## src/hdl/cpir_pkg.sv

```systemverilog
// ============================================================================
// cpir_pkg
// Shared types, widths and helpers of the circle pair impulse resolver.
// ============================================================================
`default_nettype none

package cpir_pkg;

  localparam int F     = 16;            // fraction bits of positions and masses
  localparam int QW    = F + 1;         // normal and mass ratio magnitude
  localparam int NW    = QW + 1;        // signed normal component
  localparam int PENW  = 33;            // penetration depth
  localparam int PW    = QW + PENW - F; // depth along one axis
  localparam int SAW   = PW + QW - F;   // position shift
  localparam int RELW  = 33;            // relative velocity
  localparam int PVW   = RELW + NW;     // one term of the normal speed
  localparam int VW    = PVW + 1;       // normal speed, 2F fraction bits
  localparam int SW    = VW - F;        // normal speed magnitude
  localparam int RB    = 16;            // restitution fraction bits
  localparam int EW    = 17;            // restitution width
  localparam int JW    = SW + EW + 1 - RB;
  localparam int DW    = JW + QW - F;   // velocity change per circle
  localparam int AW    = DW + QW - F;   // velocity change per axis
  localparam int MAGW  = 48;            // magnitude width of apply_sat

  localparam int QD    = 4;             // front to back queue depth
  localparam int QAW   = 2;
  localparam int QCW   = 3;

  localparam int SQ_STEPS = 32;

  localparam logic [EW-1:0] RES_RESET = 17'd52429;
  localparam logic [EW-1:0] RES_ONE   = 17'h10000;
  localparam logic [QW-1:0] N_ONE     = QW'(1) << F;
  localparam logic [QW-1:0] HALF      = QW'(1) << (F - 1);

  typedef struct packed {
    logic signed [31:0] ax;
    logic signed [31:0] ay;
    logic signed [31:0] avx;
    logic signed [31:0] avy;
    logic signed [31:0] bx;
    logic signed [31:0] by;
    logic signed [31:0] bvx;
    logic signed [31:0] bvy;
  } kin_t;

  typedef struct packed {
    kin_t        k;
    logic        ov;
    logic        dxs;
    logic        dys;
    logic [31:0] dxm;
    logic [31:0] dym;
    logic [31:0] rsum;
    logic [31:0] tot;
    logic [30:0] ma;
    logic [30:0] mb;
    logic [63:0] lo;
  } fr_t;

  typedef struct packed {
    fr_t           f;
    logic [31:0]   sep;
    logic [QW-1:0] nxq;
    logic [QW-1:0] nyq;
    logic [QW-1:0] raq;
    logic [QW-1:0] rbq;
  } sv_t;

  typedef struct packed {
    logic signed [31:0] pax;
    logic signed [31:0] pay;
    logic signed [31:0] vax;
    logic signed [31:0] vay;
    logic signed [31:0] pbx;
    logic signed [31:0] pby;
    logic signed [31:0] vbx;
    logic signed [31:0] vby;
    logic               ov;
    logic               imp;
  } out_t;

  typedef struct packed {
    logic full;
    logic nempty;
  } q_stat_t;

  // base minus (or plus) sign(n) * m, saturated to 32 bit signed
  function automatic logic signed [31:0] apply_sat(input logic signed [31:0] base,
                                                   input logic neg,
                                                   input logic [MAGW-1:0] m,
                                                   input logic add);
    logic signed [MAGW+1:0] d;
    logic signed [MAGW+1:0] r;
    logic signed [31:0]     q;
    d = neg ? -$signed({2'b00, m}) : $signed({2'b00, m});
    r = add ? (MAGW+2)'(base) + d : (MAGW+2)'(base) - d;
    if ((&r[MAGW+1:31]) || !(|r[MAGW+1:31])) begin
      q = r[31:0];
    end else if (r[MAGW+1]) begin
      q = 32'sh80000000;
    end else begin
      q = 32'sh7fffffff;
    end
    return q;
  endfunction

endpackage

`default_nettype wire

```

## src/hdl/cpir_queue.sv

```systemverilog
// ============================================================================
// cpir_queue
// Short queue between the classifying front and the arithmetic back.
// ============================================================================
`default_nettype none

module cpir_queue import cpir_pkg::*; (
  input  logic    clk,
  input  logic    rst,
  input  logic    wr,
  input  fr_t     wr_d,
  input  logic    rd,
  output fr_t     rd_d,
  output q_stat_t st
);

  fr_t            mem [QD];
  logic [QAW-1:0] wptr, rptr;
  logic [QCW-1:0] cnt;

  assign st.full   = (cnt == QCW'(QD));
  assign st.nempty = (cnt != '0);
  assign rd_d      = mem[rptr];

  always_ff @(posedge clk) begin
    if (rst) begin
      wptr <= '0;
      rptr <= '0;
      cnt  <= '0;
    end else begin
      if (wr) wptr <= wptr + 1'b1;
      if (rd) rptr <= rptr + 1'b1;
      if (wr && !rd) cnt <= cnt + 1'b1;
      else if (rd && !wr) cnt <= cnt - 1'b1;
    end
  end

  always_ff @(posedge clk) begin
    if (wr) mem[wptr] <= wr_d;
  end

  a_cnt_bound: assert property (@(posedge clk) disable iff (rst) cnt <= QCW'(QD))
    else $error("queue count above depth");
  a_cnt_up: assert property (@(posedge clk) disable iff (rst)
      (wr && !rd) |=> (cnt == $past(cnt) + 1'b1))
    else $error("queue count missed a write");

endmodule

`default_nettype wire

```

## config.mk

```make
export PLATFORM = sky130hd
export DESIGN_NAME = cpir_queue
export DESIGN_NICKNAME = d
export VERILOG_FILES = /design/src/hdl/cpir_pkg.sv /design/src/hdl/cpir_queue.sv
export SDC_FILE = /design/constraint.sdc
export NUM_CORES = 1
export LEC_CHECK = 0
export BUFFER_PORTS_ARGS = -buffer_cell sky130_fd_sc_hd__buf_2
export CAP_MARGIN = 20
export CORE_AREA = 2 2 397 399
export CTS_CLUSTER_SIZE = 28
export DETAILED_ROUTE_END_ITERATION = 16
export DIE_AREA = 0 0 399 401
export GPL_ROUTABILITY_DRIVEN = 0
export GPL_TIMING_DRIVEN = 0
export MAX_ROUTING_LAYER = met4
export PLACE_DENSITY_LB_ADDON = 0.15
export SETUP_SLACK_MARGIN = 0.4
export SLEW_MARGIN = 20
export SYNTH_ARGS = -nofsm -noshare
export SYNTH_HDL_FRONTEND = slang
export SYNTH_SLANG_ARGS = --single-unit
```

## constraint.sdc

```tcl
create_clock -name clk -period 13.5 [get_ports clk]
set_clock_uncertainty 0.05 [all_clocks]
set_input_delay 2.025 -clock clk [delete_from_list [all_inputs] [get_ports clk]]
set_output_delay 2.025 -clock clk [all_outputs]
set_load 0.01 [all_outputs]
```

## After elaboration in Yosys (flattened, before gate mapping)

Memories as Yosys holds them, arrays and structs flattened. A register that Yosys moved wholly into a read port is not among the register bits.
Index checks and enable logic that the tools add are counted.

| storage, ports and cells | value |
|---|---|
| bits in registers | 7 |
| memory bits (writable) | 2052 |
| output and inout bits | 515 |
| memories | 1 |

| cells by class | value |
|---|---|
| add/subtract/negate cells | 4 |
| eq/ne operators | 1 |
| muxes and demuxes | 6 |
| reductions and logical operators | 6 |

Memories:

| name | words | bits a word | rd ports | clocked after memory_dff | write ports | RTL line | source |
|---|---|---|---|---|---|---|---|
| mem | 4 | 513 | 1 | 1 | 1 | cpir_queue.sv:17 | `fr_t mem [QD];` |

Operators by type and width:

| kind | count |
|---|---|
| 3-bit two-way mux | 2 |
| 2-bit by 1-bit adder with 2-bit output, second input constant | 2 |
| 2-bit two-way mux | 2 |
| 3-bit by 1-bit adder with 3-bit output, second input constant | 1 |
| 3-bit == test, second input constant | 1 |
| 3-bit nonzero test | 1 |
| 3-bit by 1-bit subtractor with 3-bit output, second input constant | 1 |
| 1-bit logical AND | 2 |
| 1-bit zero test | 2 |
| 1-bit two-way mux | 2 |
| 2-bit nonzero test | 1 |

## Depth between registers and ports, before layout

| depth | value |
|---|---|
| depth in word-level cells | 4 |
| mapped depth | 7 |
| gate-level depth less buffers | 7 |

## Worst setup path after synthesis

OpenSTA, ideal clock, no wires.

| path | value |
|---|---|
| path kind | input to register |
| start point | input wr |
| end point | memory mem[0][0] (netlist bit), enable pin |
| arrival | 13539 ps |
| setup slack | -1031 ps |
| cell stages on the path | 1 |
| path buffers | 0 |
| cells stage by stage | and2_1 |

| between the ends | value |
|---|---|
| cells in the longest elaborated chain, start to end | 2 |

RTL lines:

| what | RTL line | source |
|---|---|---|
| start, declared | cpir_queue.sv:10 | `input logic wr,` |
| 1-bit two-way mux | cpir_queue.sv:39 | `if (wr) mem[wptr] <= wr_d;` |
| 1-bit two-way mux (not written as such) | cpir_queue.sv:39 |  |
| end, declared | cpir_queue.sv:17 |  |

No other way between the ends.

==> impl_metrics.env <==
export IMPL_status="finished, final reports clean"
export IMPL_cap_viol_max_count=0
export IMPL_post_cts_setup_buffers=0
export IMPL_drc=0
export IMPL_routed_via_count=34400
export IMPL_routed_via_density=5.43
export IMPL_grt_usage=0.225
export IMPL_worstMarginPinSlew_ns=1.09
export IMPL_fp_dieH_um=401
export IMPL_synth_cells=2723
export IMPL_area_delta_synth_final_pct=21.0
export IMPL_crit_family="buffers and inverters"
export IMPL_ys_types=20
export IMPL_hold_viol=0
export IMPL_cts_sink_count=2061
export IMPL_antenna_found_initial=124
export IMPL_initial_core_util=0.479
export IMPL_drt_first_pass_iters=5
export IMPL_critical_path_class="flop to output port"
export IMPL_wl_per_cell_um=27.8
export IMPL_place_inst=5866
export IMPL_hp_start="cnt[2]$_SDFFE_PP0P_"
export IMPL_postLayoutCoreUtil=0.579
export IMPL_crit_required_ns=11.43
export IMPL_fin_cells=6324
export IMPL_die_w_um=399
export IMPL_fin_nets=4537
export IMPL_synth_top_family_by_area="multiplexers"
export IMPL_reg2regPathDepth=8
export IMPL_final_period_utilization=0.411
export IMPL_cts_root_buffer="clkbuf_16"
export IMPL_endpoint_kind="output port"
export IMPL_crit_top_cell="buf_2"
export IMPL_yosysWarnings=0
export IMPL_cts_hold_buf=0
export IMPL_crit_chain="buf_2, clkbuf_1, buf_2, mux4_2, buf_2"
export IMPL_ff_latch_area_um2=61800
export IMPL_cts_max_level=4
export IMPL_synth_avg_cell_area_um2=27.4
export IMPL_portBuffers=1030
export IMPL_post_cts_resized=0
export IMPL_layout_common_cells="2052 x edfxtp_1, 1083 x buf_2, 513 x mux4_2, 207 x clkbuf_16, 63 x clkbuf_1"
export IMPL_vdd_drop_max_mv=0.125
export IMPL_critical_path_depth=5
export IMPL_arrival_ns=3.47
export IMPL_cts_tree="done"
export IMPL_place_ws_ns=8.41
export IMPL_cellLeakagePower_nw=30.2
export IMPL_rr_startpoint="wptr[0]$_SDFFE_PP0P_"
export IMPL_min_period_ns=5.54
export IMPL_cp_slowest_cell="clkbuf_1"
export IMPL_syn_num_nets=3246
export IMPL_rsz0062_at_grt="no"
export IMPL_seq_area_frac_synth=0.830
export IMPL_dieArea_um2=160000
export IMPL_pwr_density_cell_nw_per_um2=158
export IMPL_cp_start_kind="flop"
export IMPL_ant_nets=0
export IMPL_fmax_ghz=0.180
export IMPL_multi_input_area_um2=11800
export IMPL_yosys_mux_area_fraction=0.155
export IMPL_synth_fa_ha_area_frac=0.00111
export IMPL_crit_buf_inv=4
export IMPL_synth_simple_area_share=0.00101
export IMPL_slew_viol_final=0
export IMPL_synth_xor_area_share=0.000588
export IMPL_grt_pass1_wl_mm=249
export IMPL_min_path_type="flop to flop"
export IMPL_dp_hpwl_mm=122
export IMPL_synth_seq_cells=2061
export IMPL_overflow=0
export IMPL_grt_start_max_net_pins=47
export IMPL_wirelength_mm=176
export IMPL_insertion_delay_ns=0.78
export IMPL_maxSlewHeadroom=0.272
export IMPL_setup_viol_count_final=0
export IMPL_critPathMaxFanout=11
export IMPL_cp_slowest_stage_delay_ns=0.85
export IMPL_whs_path_depth=2
export IMPL_rows=145
export IMPL_io_pin_count=1032
export IMPL_initialDrtViolationCount=2802
export IMPL_synth_compound_area_frac=0.000134
export IMPL_drive_gt1_frac=0.474
export IMPL_cts_buffers=204
export IMPL_core_area_um2=156000
export IMPL_clockBufferDepth=3
export IMPL_timing_final_ws_setup_ns=7.96
export IMPL_final_common_cell="edfxtp_1"
export IMPL_clk_transition_reported_paths_ns=0.06
export IMPL_syn_area_um2=74500
export IMPL_nFillCells=11300
export IMPL_grt_pass1_vias=35600
-- kinds of logic after synthesis --
logic type / after synthesis
compound gates: 2
xor+xnor: 5
fa+ha+maj: 6
buf+inv: 119
flops: 2061
mux: 515
simple gates: 15
-- tightest hold or removal path, cell delays in order, from the launching register on --
cell and delay [ns]:
dfxtp_1 0.32, o21ai_0 0.09, a21oi_1 0.06
-- report_power, final --
group          switching, mW  internal (mW)  leakage, nW  total, mW
registers             0.0562           7.36         18.9       7.41
clock network           2.29           3.02         3.08       5.31
logic                  0.856          0.645         8.18       1.50
total                   3.20           11.0         30.2       14.2
-- final cells by class --
cell class                 instances  share of cell area
antenna                           93             0.00258
buffer                           115             0.00986
clock buffer                     262              0.0598
clock inverter                   103             0.00983
inverter                           4            0.000167
multi-input combinational        543               0.131
sequential                      2061               0.686
tap                             2058              0.0286
timing repair buffer            1085              0.0725
-- worst paths after layout --
path / end / slack, ns
setup / recovery: rd_d[216] / 7.96
hold / removal: cnt[2]$_SDFFE_PP0P_ / 0.47
setup reg to reg: mem[3][219]$_DFFE_PP_ / 10.20
hold reg to reg: cnt[2]$_SDFFE_PP0P_ / 0.47
-- synth_stat cells --
master	count	area share
o21ai_0	1	0.000067
nor3b_1	1	0.00010
nand2_1	1	0.000050
ha_1	5	0.00084
dfxtp_1	9	0.0024
buf_2	53	0.0036
fa_1	1	0.00027
a21oi_1	1	0.000067
buf_1	2	0.00010
xnor2_1	2	0.00024
inv_1	4	0.00020
nor2_1	7	0.00035
and2_1	4	0.00034
mux4_2	513	0.16
mux2i_1	2	0.00027
buf_6	52	0.0079
xor2_1	3	0.00035
clkbuf_1	8	0.00040
edfxtp_1	2052	0.83
or3_1	2	0.00017
-- per-stage QoR --
step / cell area, µm² / TNS, ns / total power, mW / hold WS, ns
6_report: 90100 / 0 / 14.2 / 0.470
5_1_grt: 90100 / 0 / 14.7 / 0.512
4_1_cts: 89900 / 0 / 14.4 / 0.481
3_5_place_dp: 83600 / 0 / 9.08 / 0.472
3_3_place_gp: 82200 / -6611.22 / 9.17 / 0.443
2_1_floorplan: 74500 / -528.82 / 8.41 / 0.411
-- layer usage --
layer | part of all wire | vias to the layer above | wire, µm | global-route usage
li1 | - | 14700 | - | -
met1 | 0.36 | 18000 | 62900 | 0.258
met2 | 0.51 | 1287 | 89200 | 0.364
met3 | 0.098 | 349 | 17200 | 0.0841
met4 | 0.035 | 0 | 6220 | 0.0782
met5 | 0 | - | 0 | -
-- flip-flops by register name, indices dropped and copies added (netlist names), named ones only --
| name | flops |
|---|---|
| cnt | 3 |
| wptr | 2 |
| mem | 2052 |
| rptr | 2 |
Power figures use the tool's default switching activity.
